## src/hdl/gffc_pkg.sv

```systemverilog
package gffc_pkg;

  // Cell bytes
  localparam logic [7:0] CHAR_FLOOR = 8'h2E;  // '.'
  localparam logic [7:0] CHAR_START = 8'h40;  // '@'

  localparam int DIM_W      = 6;   // grid_columns / grid_rows register width
  localparam int AREA_W     = 12;  // full product of two dimension values
  localparam int COUNT_W    = 11;  // reachable_count width
  localparam int OUT_DATA_W = 16;  // count padded to whole bytes
  localparam int CFG_IDX_W  = 1;

  // Register indexes
  localparam logic [CFG_IDX_W-1:0] REG_COLS = 1'b0;
  localparam logic [CFG_IDX_W-1:0] REG_ROWS = 1'b1;

  localparam logic [DIM_W-1:0] COLS_RESET = 6'd32;
  localparam logic [DIM_W-1:0] ROWS_RESET = 6'd32;

  typedef enum logic [1:0] {
    DIR_LEFT  = 2'd0,
    DIR_RIGHT = 2'd1,
    DIR_UP    = 2'd2,
    DIR_DOWN  = 2'd3
  } dir_e;

  // Controller to datapath
  typedef struct packed {
    logic load;    // cell word accepted
    logic check;   // test start, clear queue pointers
    logic split;   // one subtract step of start column recovery
    logic seed;    // enqueue start cell
    logic pop;     // read queue head
    logic fetch;   // capture dequeued cell
    logic nreq;    // probe current neighbor
    logic nchk;    // enqueue neighbor if still open
    logic finish;  // load result register, rearm for next grid
  } cmd_t;

  // Datapath to controller
  typedef struct packed {
    logic none;
    logic split_done;
    logic q_empty;
    logic nb_valid;
    logic last_dir;
    logic out_free;
  } sts_t;

  // Clamp a dimension register: zero acts as one, above the maximum acts as the maximum.
  function automatic logic [DIM_W-1:0] eff_dim(input logic [DIM_W-1:0] v,
                                               input int unsigned maxv);
    logic [DIM_W-1:0] r;
    r = v;
    if (v == '0) begin
      r = DIM_W'(1);
    end else if (32'(v) > maxv) begin
      r = DIM_W'(maxv);
    end
    return r;
  endfunction

endpackage

```

## src/hdl/gffc_ctrl.sv

```systemverilog
module gffc_ctrl (
  input  logic            clk_i,
  input  logic            rst_ni,
  input  logic            in_valid_i,
  input  logic            in_last_i,
  output logic            in_ready_o,
  input  gffc_pkg::sts_t  sts_i,
  output gffc_pkg::cmd_t  cmd_o
);
  import gffc_pkg::*;

  typedef enum logic [8:0] {
    S_LOAD  = 9'b000000001,
    S_CHECK = 9'b000000010,
    S_SPLIT = 9'b000000100,
    S_SEED  = 9'b000001000,
    S_POP   = 9'b000010000,
    S_FETCH = 9'b000100000,
    S_NREQ  = 9'b001000000,
    S_NCHK  = 9'b010000000,
    S_DONE  = 9'b100000000
  } state_e;

  state_e state_q, state_d;

  always_comb begin
    state_d    = state_q;
    cmd_o      = '0;
    in_ready_o = 1'b0;
    case (state_q)
      S_LOAD: begin
        in_ready_o = 1'b1;
        if (in_valid_i) begin
          cmd_o.load = 1'b1;
          if (in_last_i) begin
            state_d = S_CHECK;
          end
        end
      end
      S_CHECK: begin
        cmd_o.check = 1'b1;
        state_d     = sts_i.none ? S_DONE : S_SPLIT;
      end
      S_SPLIT: begin
        cmd_o.split = 1'b1;
        if (sts_i.split_done) begin
          state_d = S_SEED;
        end
      end
      S_SEED: begin
        cmd_o.seed = 1'b1;
        state_d    = S_POP;
      end
      S_POP: begin
        if (sts_i.q_empty) begin
          state_d = S_DONE;
        end else begin
          cmd_o.pop = 1'b1;
          state_d   = S_FETCH;
        end
      end
      S_FETCH: begin
        cmd_o.fetch = 1'b1;
        state_d     = S_NREQ;
      end
      S_NREQ: begin
        cmd_o.nreq = 1'b1;
        if (sts_i.nb_valid) begin
          state_d = S_NCHK;
        end else if (sts_i.last_dir) begin
          state_d = S_POP;
        end
      end
      S_NCHK: begin
        cmd_o.nchk = 1'b1;
        state_d    = sts_i.last_dir ? S_POP : S_NREQ;
      end
      S_DONE: begin
        if (sts_i.out_free) begin
          cmd_o.finish = 1'b1;
          state_d      = S_LOAD;
        end
      end
      default: begin
        state_d = S_LOAD;
      end
    endcase
  end

  always_ff @(posedge clk_i or negedge rst_ni) begin
    if (!rst_ni) begin
      state_q <= S_LOAD;
    end else begin
      state_q <= state_d;
    end
  end

endmodule

```

## config.mk

```make
export PLATFORM = sky130hd
export DESIGN_NAME = gffc_ctrl
export DESIGN_NICKNAME = d
export VERILOG_FILES = /design/src/hdl/gffc_pkg.sv /design/src/hdl/gffc_ctrl.sv
export SDC_FILE = /design/constraint.sdc
export NUM_CORES = 1
export LEC_CHECK = 0
export ABC_AREA = 1
export BUFFER_PORTS_ARGS = -buffer_cell sky130_fd_sc_hd__buf_2
export CORE_MARGIN = 8
export CORE_UTILIZATION = 30
export DETAILED_ROUTE_END_ITERATION = 8
export PLACE_DENSITY_LB_ADDON = 0.05
export SYNTH_ARGS = -nofsm -noshare
export SYNTH_HDL_FRONTEND = slang
export SYNTH_SLANG_ARGS = --single-unit
```

## constraint.sdc

```tcl
create_clock -name clk_i -period 2.3 [get_ports clk_i]
set_input_delay 0.115 -clock clk_i [delete_from_list [all_inputs] [get_ports clk_i]]
set_output_delay 0.115 -clock clk_i [all_outputs]
set_load 0.03 [all_outputs]
```

**Word level (Yosys, flattened, before mapping)**

Cells that the tools add are included.

- $add $sub $neg: 0
- Multiply operators: 0
- Divide/modulo/power cells: 0
- $lt $le $gt $ge: 0
- Eq/ne operators: 14
- Shift-type cells: 0
- Multiplexer cells: 23
- Bitwise gates (word level): 0
- Reductions and logical operators: 1

Operators with widths:

| kind | count |
|---|---|
| case mux 9 bit (9 select lines) | 1 |
| two-way mux 9 bit | 8 |
| two-way mux 1 bit | 13 |
| equality test 9 x 1 -> 1 bit, second input constant | 1 |
| equality test 9 x 2 -> 1 bit, second input constant | 1 |
| equality test 9 x 3 -> 1 bit, second input constant | 1 |
| equality test 9 x 4 -> 1 bit, second input constant | 1 |
| equality test 9 x 5 -> 1 bit, second input constant | 1 |
| equality test 9 x 6 -> 1 bit, second input constant | 1 |
| equality test 9 x 7 -> 1 bit, second input constant | 1 |
| equality test 9 x 8 -> 1 bit, second input constant | 1 |
| equality test 9 bit, second input constant | 1 |
| inequality test 2 bit, second input constant | 4 |
| two-way mux 7 bit | 1 |
| AND reduction 5 bit | 1 |
| inequality test 3 bit, second input constant | 1 |

- Flip-flop bits (word level): 9
- Bits in latches: 0
- RAM bits: 0
- Bits in read-only memories: 0
- Input bits: 10
- Output and inout bits: 10
- Logic and storage cells: 39
- Memories kept: 0

**Depth between registers and ports, before layout**

Gate-level depths: netlist of the first run.

- Word-level depth: 3
- Depth in mapped cells: 11
- Gate-level depth less buffers: 11

**Worst setup path before layout of the first run**

Ideal clock, no wire load.

- Path kind: register to output
- Start: register state_q[2]
- End: output port cmd_o[0] (netlist bit)
- Arrival: 1.586 ns
- Required time: 2.185 ns
- Path slack: 0.599 ns
- Stages on the path, launching flop included: 4
- Path buffers: 0
- Path through: dfrtp_1 > nor2_4 > nand2_2 > nor4_1

RTL lines:

| item | RTL line | text |
|---|---|---|
| start, declared | gffc_ctrl.sv:24 | `state_e state_q, state_d;` |
| start signal, assigned | gffc_ctrl.sv:94 | `state_q <= state_d;` |
| end, declared | gffc_ctrl.sv:8 | `output gffc_pkg::cmd_t cmd_o` |

==> results list, run 1 <==
- Critical Path, Cell by Cell: nor2_4 -> nand2_2 -> nor2_4 -> nand2_2 -> nor2_1 -> buf_2
* Switching part of the total power: 49.8%
- Int Power: 401 uW
* Count of fill cells added during filler insertion: 251
- Wire length of the first global-routing pass: 3040 um
- Share of layout cells above drive strength 1: 42.1%
* Max-cap viol count: 0
- Cts bufs inserted: 3
- Among cell families on the critical path, the largest total delay comes from simple AND/OR/NAND/NOR gates.
- Flip-flop count of the largest register after layout: 9
- Synthesized netlist cell count: 97
* Maximum fanout encountered on the critical timing path: 4
- For the finished layout, the period the worst path requires is 1610 ps.
- Number of sinks driven by the clock tree: 9
* LEAKAGE: 0.000499 uW
- In this run the power density over the cells is 912 mW/mm^2.
- The first detailed-routing pass took 4 iterations.
* Final Hold Slack: 26.5 ps
- Worst Max-Slew Pin Slew: 278 ps
* Number of setup violations in the final report: 0
- After clock tree synthesis, the setup repair step added 0 buffers.
- The share of total power dissipated in combinational logic is 55.4%.
- Once detail routing completed, the nets flagged for antenna violations numbered 0.
* Initial antenna violation count: 0
- Clock buffer depth: 2
* Routed wire length per instance: 11.4 um
- In this run the mean area of a mapped cell was 7.29 sq um.
* VDD IR max: 0.558 mV
- Number of nets in the finished design: 132
* Worst slew margin relative to its limit: 81.2%
* Worst EP required: 2180 ps
- Total number of placement rows: 17
* RSZ-0062 raised after global routing: no
- The min-delay analysis places its worst path in the category in2reg.
- Post-cts hold buffer count: 1
- Diodes inserted: 0
- The via count of the first global-routing pass was 670.
- The flow ran to the end, and the final reports show no timing, DRC or antenna violations.
- Relative area change from synthesis to final layout: 23.7%
- Total grt overflow: 0
- Leaving out fill and tap cells, the most frequent cell in the layout is sky130_fd_sc_hd__buf_2.
* Synthesis Warnings: 0
- Routed wire length: 1700 um
- Area of the core region: 0.00221 sq mm
* Number of placed instances with taps included: 144
* H-tree depth: 1
- Timing would allow up to 621 MHz.
- Data arrival, critical path: 1500 ps
* Category of the worst setup path launch point: flop
- Final Non-Filler Cells: 149
- The number of buffers and inverters on the critical path is 1.
* Largest registers in the final layout: state_q x9
- Post-CTS Resized: 0
- Chip height: 64.5 um
* Accumulated negative setup slack: 0 ps
- Drt drc: 0
* Commonest non-fill, non-tap cells in the layout: sky130_fd_sc_hd__buf_2 (19), sky130_fd_sc_hd__inv_1 (17), sky130_fd_sc_hd__nor2_1 (16)
- Number of vias per cell: 4.40
- The later pin in the worst-skew pair is clocked with a latency of 270 ps.
* Post-Route Utilization: 39.5%
- Counting flops per register, the top entry is state_q.
- HPWL after detailed placement: 1430 um
* Final weighted congestion of routability-driven global placement: 0.770
* Placed inst area: 837 sq um
- The floorplan step set the die width to 64.5 um.
- Maximum number of pins on one net before global-route repair: 10
- Number of DRC markers after the initial detailed-route iteration: 26
* Unique masters post-synth: 19
- Initial cell density of the core: 32.0%
- Setup CP Type: reg2out
- I/O pin count: 20
- TritonCTS built the clock tree.
* Post-route standard cell area excluding fillers: 875 sq um
* Via total after detailed routing: 655
- The share of the Yosys chip area taken by registers is 32.0%.
* Final clock period utilization by the worst path: 70.0%
- In the global route stage, overall resource usage came out at 9.26%.
- Overall die area: 0.00417 sq mm
* Count of state elements after synthesis: 9
- Clock-pin slew was measured on the worst setup and hold paths at 70 ps.
- Input and output buffers added on the ports amount to 19.
* Clock tree root buffer cell: sky130_fd_sc_hd__clkbuf_4
- For the final database, setup skew stands at 6.46 ps.
* Count of final max-slew check failures: 0
* Syn Nets: 107
- Summed instance area of the synthesized netlist: 707 sq um
- Registers are responsible for 28.3% of the overall power.
* Slowest cell on the critical path: sky130_fd_sc_hd__dfrtp_1
* Capturing element type of the critical path: output port
- Per report_power, the clock group accounts for 16.3% of the total.
- Max stage delay on crit path: 430 ps
- In this run the power spent charging and discharging nets is 397 uW.
- Final Hold Fails: 0
[synth_stat cells]
cell type	number	area, sq um
sky130_fd_sc_hd__nand2_1	13	48.8
sky130_fd_sc_hd__o31ai_1	1	7.51
sky130_fd_sc_hd__nor2_1	16	60.1
sky130_fd_sc_hd__nor4_1	1	6.26
sky130_fd_sc_hd__inv_1	17	63.8
sky130_fd_sc_hd__nand3_4	1	17.5
sky130_fd_sc_hd__nand2_4	1	11.3
sky130_fd_sc_hd__nor3_1	2	10.0
sky130_fd_sc_hd__inv_2	3	11.3
sky130_fd_sc_hd__a21oi_1	3	15.0
sky130_fd_sc_hd__o311ai_0	1	8.76
sky130_fd_sc_hd__nor2_2	2	12.5
sky130_fd_sc_hd__dfrtp_1	8	200
sky130_fd_sc_hd__and2_1	1	6.26
sky130_fd_sc_hd__dfstp_2	1	26.3
sky130_fd_sc_hd__nor2_4	7	78.8
sky130_fd_sc_hd__nand3_1	6	30.0
sky130_fd_sc_hd__nand2_2	10	62.6
sky130_fd_sc_hd__nand3_2	3	30.0
[cell families after synthesis]
family	count (synthesis)	synth area share, %
AOI/OAI and AO/OA	5	4.42
DFF	9	32.0
and+or+nand+nor	63	52.9
buffers and inverters	20	10.6
[power groups by stage]
stage	combinational, uW	clock (uW)	sequential, uW
after floorplan	352	0	224
after global routing	496	147	229
after CTS	447	138	225
final	442	130	226
after detailed placement	443	0	228
after global placement	451	0	228
[cell type report]
cell class	count	area (sq um)	area share (%)
multi-input combinational	68	405	46.4
sequential	9	226	25.9
timing repair buffer	20	105	12.0
inverter	20	75.1	8.58
tap	28	35.0	4.01
clock buffer	3	22.5	2.58
clock inverter	1	5.00	0.572
[routing by layer]
layer / up-vias / part of all wire, % / wire length (um) / GRT usage, %
met4: 0 / 1.0 / 17 / 3.27
met5: - / 0 / 0 / 0
met2: 21 / 39 / 658 / 12.9
met1: 284 / 50 / 854 / 11.1
met3: 2 / 10 / 170 / 6.01
li1: 348 / - / - / -
[path summary, 6_finish.rpt]
check | startpoint | to | slack, ps | cells past startpoint
worst min-delay path | sts_i[3] | state_q[5]$_DFFE_PN0P_ | 30 | 2
worst max-delay path | state_q[1]$_DFFE_PN0P_ | cmd_o[4] | 690 | 6
min in group asynchronous | rst_ni | state_q[3]$_DFFE_PN0P_ | 230 | 2
max in group asynchronous | rst_ni | state_q[0]$_DFFE_PN1P_ | 1820 | 2
worst max register to register | state_q[0]$_DFFE_PN1P_ | state_q[0]$_DFFE_PN1P_ | 910 | 9
worst min register to register | state_q[0]$_DFFE_PN1P_ | state_q[0]$_DFFE_PN1P_ | 630 | 4
[through the flow]
stage / power (uW) / setup slack (ps)
floorplan: 576 / 599
global placement: 678 / 917
detailed placement: 671 / 921
CTS: 810 / 670
global route: 871 / 577
finish: 798 / 689
No activity file was read; power rests on OpenSTA's default activity.
==> run 2, diff against run 1 <==
- ABC_AREA: 1 -> 0
- clock period: 2.3 -> 1.3 ns (I/O delays scaled with it)
==> run 2 against run 1 <==
The run now ends with setup timing left. Sequential power increased by 54%. Worst setup slack worse by 1300 ps. Final cell count increased by 8.1%. Clock skew fell by 6.2 ps. Synthesized area shrank 8.0%. Sequential cell count unchanged. Highest routed layer unchanged.
==> results list, run 2 <==
* Run status: complete, but fails checks (was complete, no violations)
- The checks that failed: setup timing.
- Post-Route Utilization: 68.8% (was 39.5%)
- The TritonCTS buffer count is 3 (unchanged).
- The number of antenna repair diodes is 0 (unchanged).
- Maximum fanout encountered on the critical timing path: 4 (unchanged)
- The most frequent standard cell in the layout excluding fill and tap cells is sky130_fd_sc_hd__buf_4 (was sky130_fd_sc_hd__buf_2).
- The cell count of the worst hold path was 2 (unchanged).
- Worst EP required: 1240 ps (was 2180 ps)
- Width of the die: 62.6 um (was 64.5 um)
- The net count reported at finish came to 144 (was 132).
- Power per Cell Area: 1160 mW/mm^2 (was 912 mW/mm^2)
* Top cells by area in the synthesized netlist: sky130_fd_sc_hd__dfrtp_1 (31%), sky130_fd_sc_hd__or4b_2 (6.2%), sky130_fd_sc_hd__dfstp_2 (4.0%), sky130_fd_sc_hd__nor2_1 (4.0%), sky130_fd_sc_hd__nor4b_1 (4.0%) (was sky130_fd_sc_hd__dfrtp_1 (28%), sky130_fd_sc_hd__nor2_4 (11%), sky130_fd_sc_hd__inv_1 (9.0%), sky130_fd_sc_hd__nand2_2 (8.8%), sky130_fd_sc_hd__nor2_1 (8.5%))
* H-tree depth: 1 (unchanged)
- Data arrival, critical path: 1860 ps (was 1500 ps)
- The cell chosen for the clock root was sky130_fd_sc_hd__clkbuf_4 (unchanged).
- WHS Endpoint: state_q[5]$_DFFE_PN0P_ (unchanged)
- In the finished design, the share of the clock period the worst path needs comes to 148%.
- The final wirelength came to 2410 um (was 1700 um).
* Portion of the post-synthesis area used by sequential elements: 34.8% (was 32.0%)
- The largest net degree at the start of global routing was 10 (unchanged).
* Final weighted congestion of routability-driven global placement: 0.779 (was 0.770)
* Top cell type's share of synthesized area: 30.8% (was 28.3%)
- Capturing element type of the critical path: output port (unchanged)
- The fraction of registers with async set or reset after synthesis came to 100% (unchanged).
- Based on the critical path, the design can be clocked at up to 519 MHz.
- The tightest slew margin relative to the limit came to 76.8% (was 81.2%).
* Leading cell types by count after synthesis: sky130_fd_sc_hd__dfrtp_1 (8), sky130_fd_sc_hd__nor2_1 (7), sky130_fd_sc_hd__nand2_1 (5) (was sky130_fd_sc_hd__inv_1 (17), sky130_fd_sc_hd__nor2_1 (16), sky130_fd_sc_hd__nand2_1 (13))
* CTS tree: yes (unchanged)
* Area of the core region: 0.00213 sq mm (was 0.00221 sq mm)
- The via count of the first global-routing pass is 858 (was 670).
- Biggest register: state_q (unchanged)
* Count of final max-slew check failures: 0 (unchanged)
* # port buffers: 19 (unchanged)
- Relative area change from synthesis to final layout: 125% (was 23.7%)
* LEAKAGE: 0.000653 uW (was 0.000499 uW)
- Drt drc: 0 (unchanged)
* Syn Nets: 81 (was 107)
* Number of sinks driven by the clock tree: 9 (unchanged)
- The average size of a mapped cell was 9.16 sq um (was 7.29 sq um).
- Chip height: 62.6 um (was 64.5 um)
- Count of nets left with antenna violations after detail routing: 0 (unchanged)
- Relative contribution of sequential cells to total power: 20.5% (was 28.3%)
* Initial cell density of the core: 30.6% (was 32.0%)
- The non-filler instance count after layout was 161 (was 149).
- Category of the worst setup path launch point: flop (unchanged)
* Initial antenna violation count: 0 (unchanged)
- Share of layout cells above drive strength 1: 78.9% (was 42.1%)
- The post-layout worst setup margin was -628 ps (was 689 ps).
- Count of state elements after synthesis: 9 (unchanged)
- Share of power burned in combinational logic: 67.5% (was 55.4%)
- The library cell with the largest summed area after synthesis is sky130_fd_sc_hd__dfrtp_1 (unchanged).
* NetSw: 613 uW (was 397 uW)
- Counting I/O delays and the setup requirement, the final critical path takes 1930 ps.
- Largest clock skew in the final design: 0.265 ps (was 6.46 ps)
* Clock buffer depth: 2 (unchanged)
- The top-level I/O count was 20 (unchanged).
* Pre-Repair DR Iteration Count: 4 (unchanged)
* Wire length of the first global-routing pass: 3910 um (was 3040 um)
* Summed instance area of the synthesized netlist: 651 sq um (was 707 sq um)
- The total track usage is 12.0% (was 9.26%).
- Total grt overflow: 0 (unchanged)
* Number of vias per cell: 4.97 (was 4.40)
* Switching part of the total power: 36.2% (was 49.8%)
- Number of setup violations in the final report: 19 (was 0)
* Via total after detailed routing: 800 (was 655)
- Commonest non-fill, non-tap cells in the layout: sky130_fd_sc_hd__buf_4 (29), sky130_fd_sc_hd__buf_6 (22), sky130_fd_sc_hd__buf_2 (9) (was sky130_fd_sc_hd__buf_2 (19), sky130_fd_sc_hd__inv_1 (17), sky130_fd_sc_hd__nor2_1 (16))
- The full die area was 0.00392 sq mm (was 0.00417 sq mm).
- Synthesized netlist cell count: 71 (was 97)
* Reg-to-reg endpoint: state_q[4]$_DFFE_PN0P_ (was state_q[0]$_DFFE_PN1P_)
- Max-cap viol count: 0 (unchanged)
- Flip-flop count of the largest register after layout: 9 (unchanged)
- The cell count of the worst reg-to-reg path is 5 (was 9).
- Launch instance of the worst register-to-register path: state_q[1]$_DFFE_PN0P_ (was state_q[0]$_DFFE_PN1P_)
* Number of placed instances with taps included: 141 (was 144)
* Worst Max-Slew Pin Slew: 344 ps (was 278 ps)
* Int Power: 1080 uW (was 401 uW)
- The number of flops mapped to enable cells by yosys was 0 (unchanged).
- The leading register cell type out of synthesis is sky130_fd_sc_hd__dfrtp_1 (unchanged).
* Source of the worst hold timing path: sts_i[3] (unchanged)
- The most frequently used cell type in the post-synthesis netlist is sky130_fd_sc_hd__dfrtp_1 (was sky130_fd_sc_hd__inv_1).
- Latest clock arrival within the worst-skew pair: 250 ps (was 270 ps)
- Largest registers in the final layout: state_q x9 (unchanged).
- RSZ-0062 raised after global routing: yes (was no)
- Unique masters post-synth: 31 (was 19)
- The count of yosys warnings during synthesis came to 0 (unchanged).
* Number of DRC markers after the initial detailed-route iteration: 13 (was 26)
- The clock-pin slew on the worst setup and hold paths was 50 ps (was 70 ps).
- Final Hold Fails: 0 (unchanged)
- VDD IR max: 1.35 mV (was 0.558 mV)
* Path type of the worst min-delay path: in2reg (unchanged)
- The cell row count came to 17 (unchanged).
- Part of the power in the clock network: 12.0% (was 16.3%)
- The half-perimeter wire length after detailed placement was 1700 um (was 1430 um).
- The kind of critical path is reg2out (unchanged).
- The register-to-register setup slack is -580 ps (was 910 ps).
- The average wire per cell in the routed design is 15.0 um (was 11.4 um).
==> run 2: cell count changes in the layout (fill, tap and decap cells not counted), moves of 5 or more <==
| cell | before | now |
|---|---|---|
| sky130_fd_sc_hd__buf_4 | 0 | 29 |
| sky130_fd_sc_hd__buf_6 | 0 | 22 |
| sky130_fd_sc_hd__inv_1 | 17 | 2 |
| sky130_fd_sc_hd__nor2_1 | 16 | 1 |
| sky130_fd_sc_hd__nand2_1 | 13 | 2 |
| sky130_fd_sc_hd__buf_2 | 19 | 9 |
| sky130_fd_sc_hd__nand2_2 | 10 | 1 |
| sky130_fd_sc_hd__or4b_4 | 0 | 5 |
==> run 2: kinds of logic after synthesis <==
group | share of synthesized area [%]
AND/OR/NAND/NOR | 47.3
flip-flops | 34.8
AO/OA/AOI/OAI | 10.4
XOR/XNOR | 2.69
buffers and inverters | 4.81
==> run 2: timing repair <==
action                                  CTS  global route
hold buffers                              1             0
endpoints found under the setup margin   19            19
pin swaps                                12             6
resized for setup                        50            16
setup buffers                            11             4
endpoints found under the hold margin     9             0
==> run 2: worst max path at each step <==
stage	startpoint	endpoint	slack, ps	cells past startpoint
final	state_q[5]$_DFFE_PN0P_	cmd_o[7]	-630	4
after global routing	state_q[5]$_DFFE_PN0P_	cmd_o[7]	-690	4
after CTS	state_q[5]$_DFFE_PN0P_	cmd_o[7]	-660	4
after detailed placement	state_q[0]$_DFFE_PN1P_	state_q[4]$_DFFE_PN0P_	-550	4
after global placement	state_q[0]$_DFFE_PN1P_	state_q[4]$_DFFE_PN0P_	-530	4
after floorplan	state_q[7]$_DFFE_PN0P_	state_q[4]$_DFFE_PN0P_	-650	6
==> run 2: final cells by class <==
cell class | instances | area [sq um]
Clock buffer | 4 | 26.3
Fill cell | 166 | 664
Inverter | 3 | 11.3
Multi-Input combinational cell | 56 | 642
Sequential cell | 9 | 228
Tap cell | 28 | 35.0
Timing Repair Buffer | 61 | 520
==> run 2: critical path: stages, from the launching register on <==
cell	delay (ps)
sky130_fd_sc_hd__dfrtp_1	420
sky130_fd_sc_hd__or4_4	580
sky130_fd_sc_hd__buf_6	160
sky130_fd_sc_hd__nor4_4	240
sky130_fd_sc_hd__buf_4	210
==> run 2: power by group through the flow <==
stage	clock network (uW)	logic (uW)	registers (uW)
final	204	1140	347
after global routing	227	1210	352
after CTS	215	1040	345
after detailed placement	0	734	347
after global placement	0	735	345
after floorplan	0	439	357
==> run 2: through the flow <==
step / hold slack, ps / setup WS [ps] / power, uW / setup TNS, ps / instance area (sq um)
final: 25.0 / -628 / 1690 / -9230 / 1460
after global routing: 16.6 / -688 / 1790 / -10330 / 1460
after global placement: -75.8 / -530 / 1080 / -7250 / 1040
after detailed placement: -79.3 / -549 / 1080 / -7410 / 1040
after floorplan: -231 / -645 / 796 / -7090 / 742
after CTS: 6.41 / -660 / 1600 / -9110 / 1360
==> run 2: metal layers <==
| metal | GRT usage (%) | part of all wire (%) | vias to the layer above | routed length [um] |
|---|---|---|---|---|
| met5 | 0 | 0 | - | 0 |
| met4 | 5.41 | 0.54 | 0 | 13 |
| met3 | 1.79 | 2.4 | 2 | 59 |
| met2 | 20.8 | 54 | 11 | 1300 |
| met1 | 14.2 | 43 | 389 | 1040 |
| li1 | - | - | 398 | - |
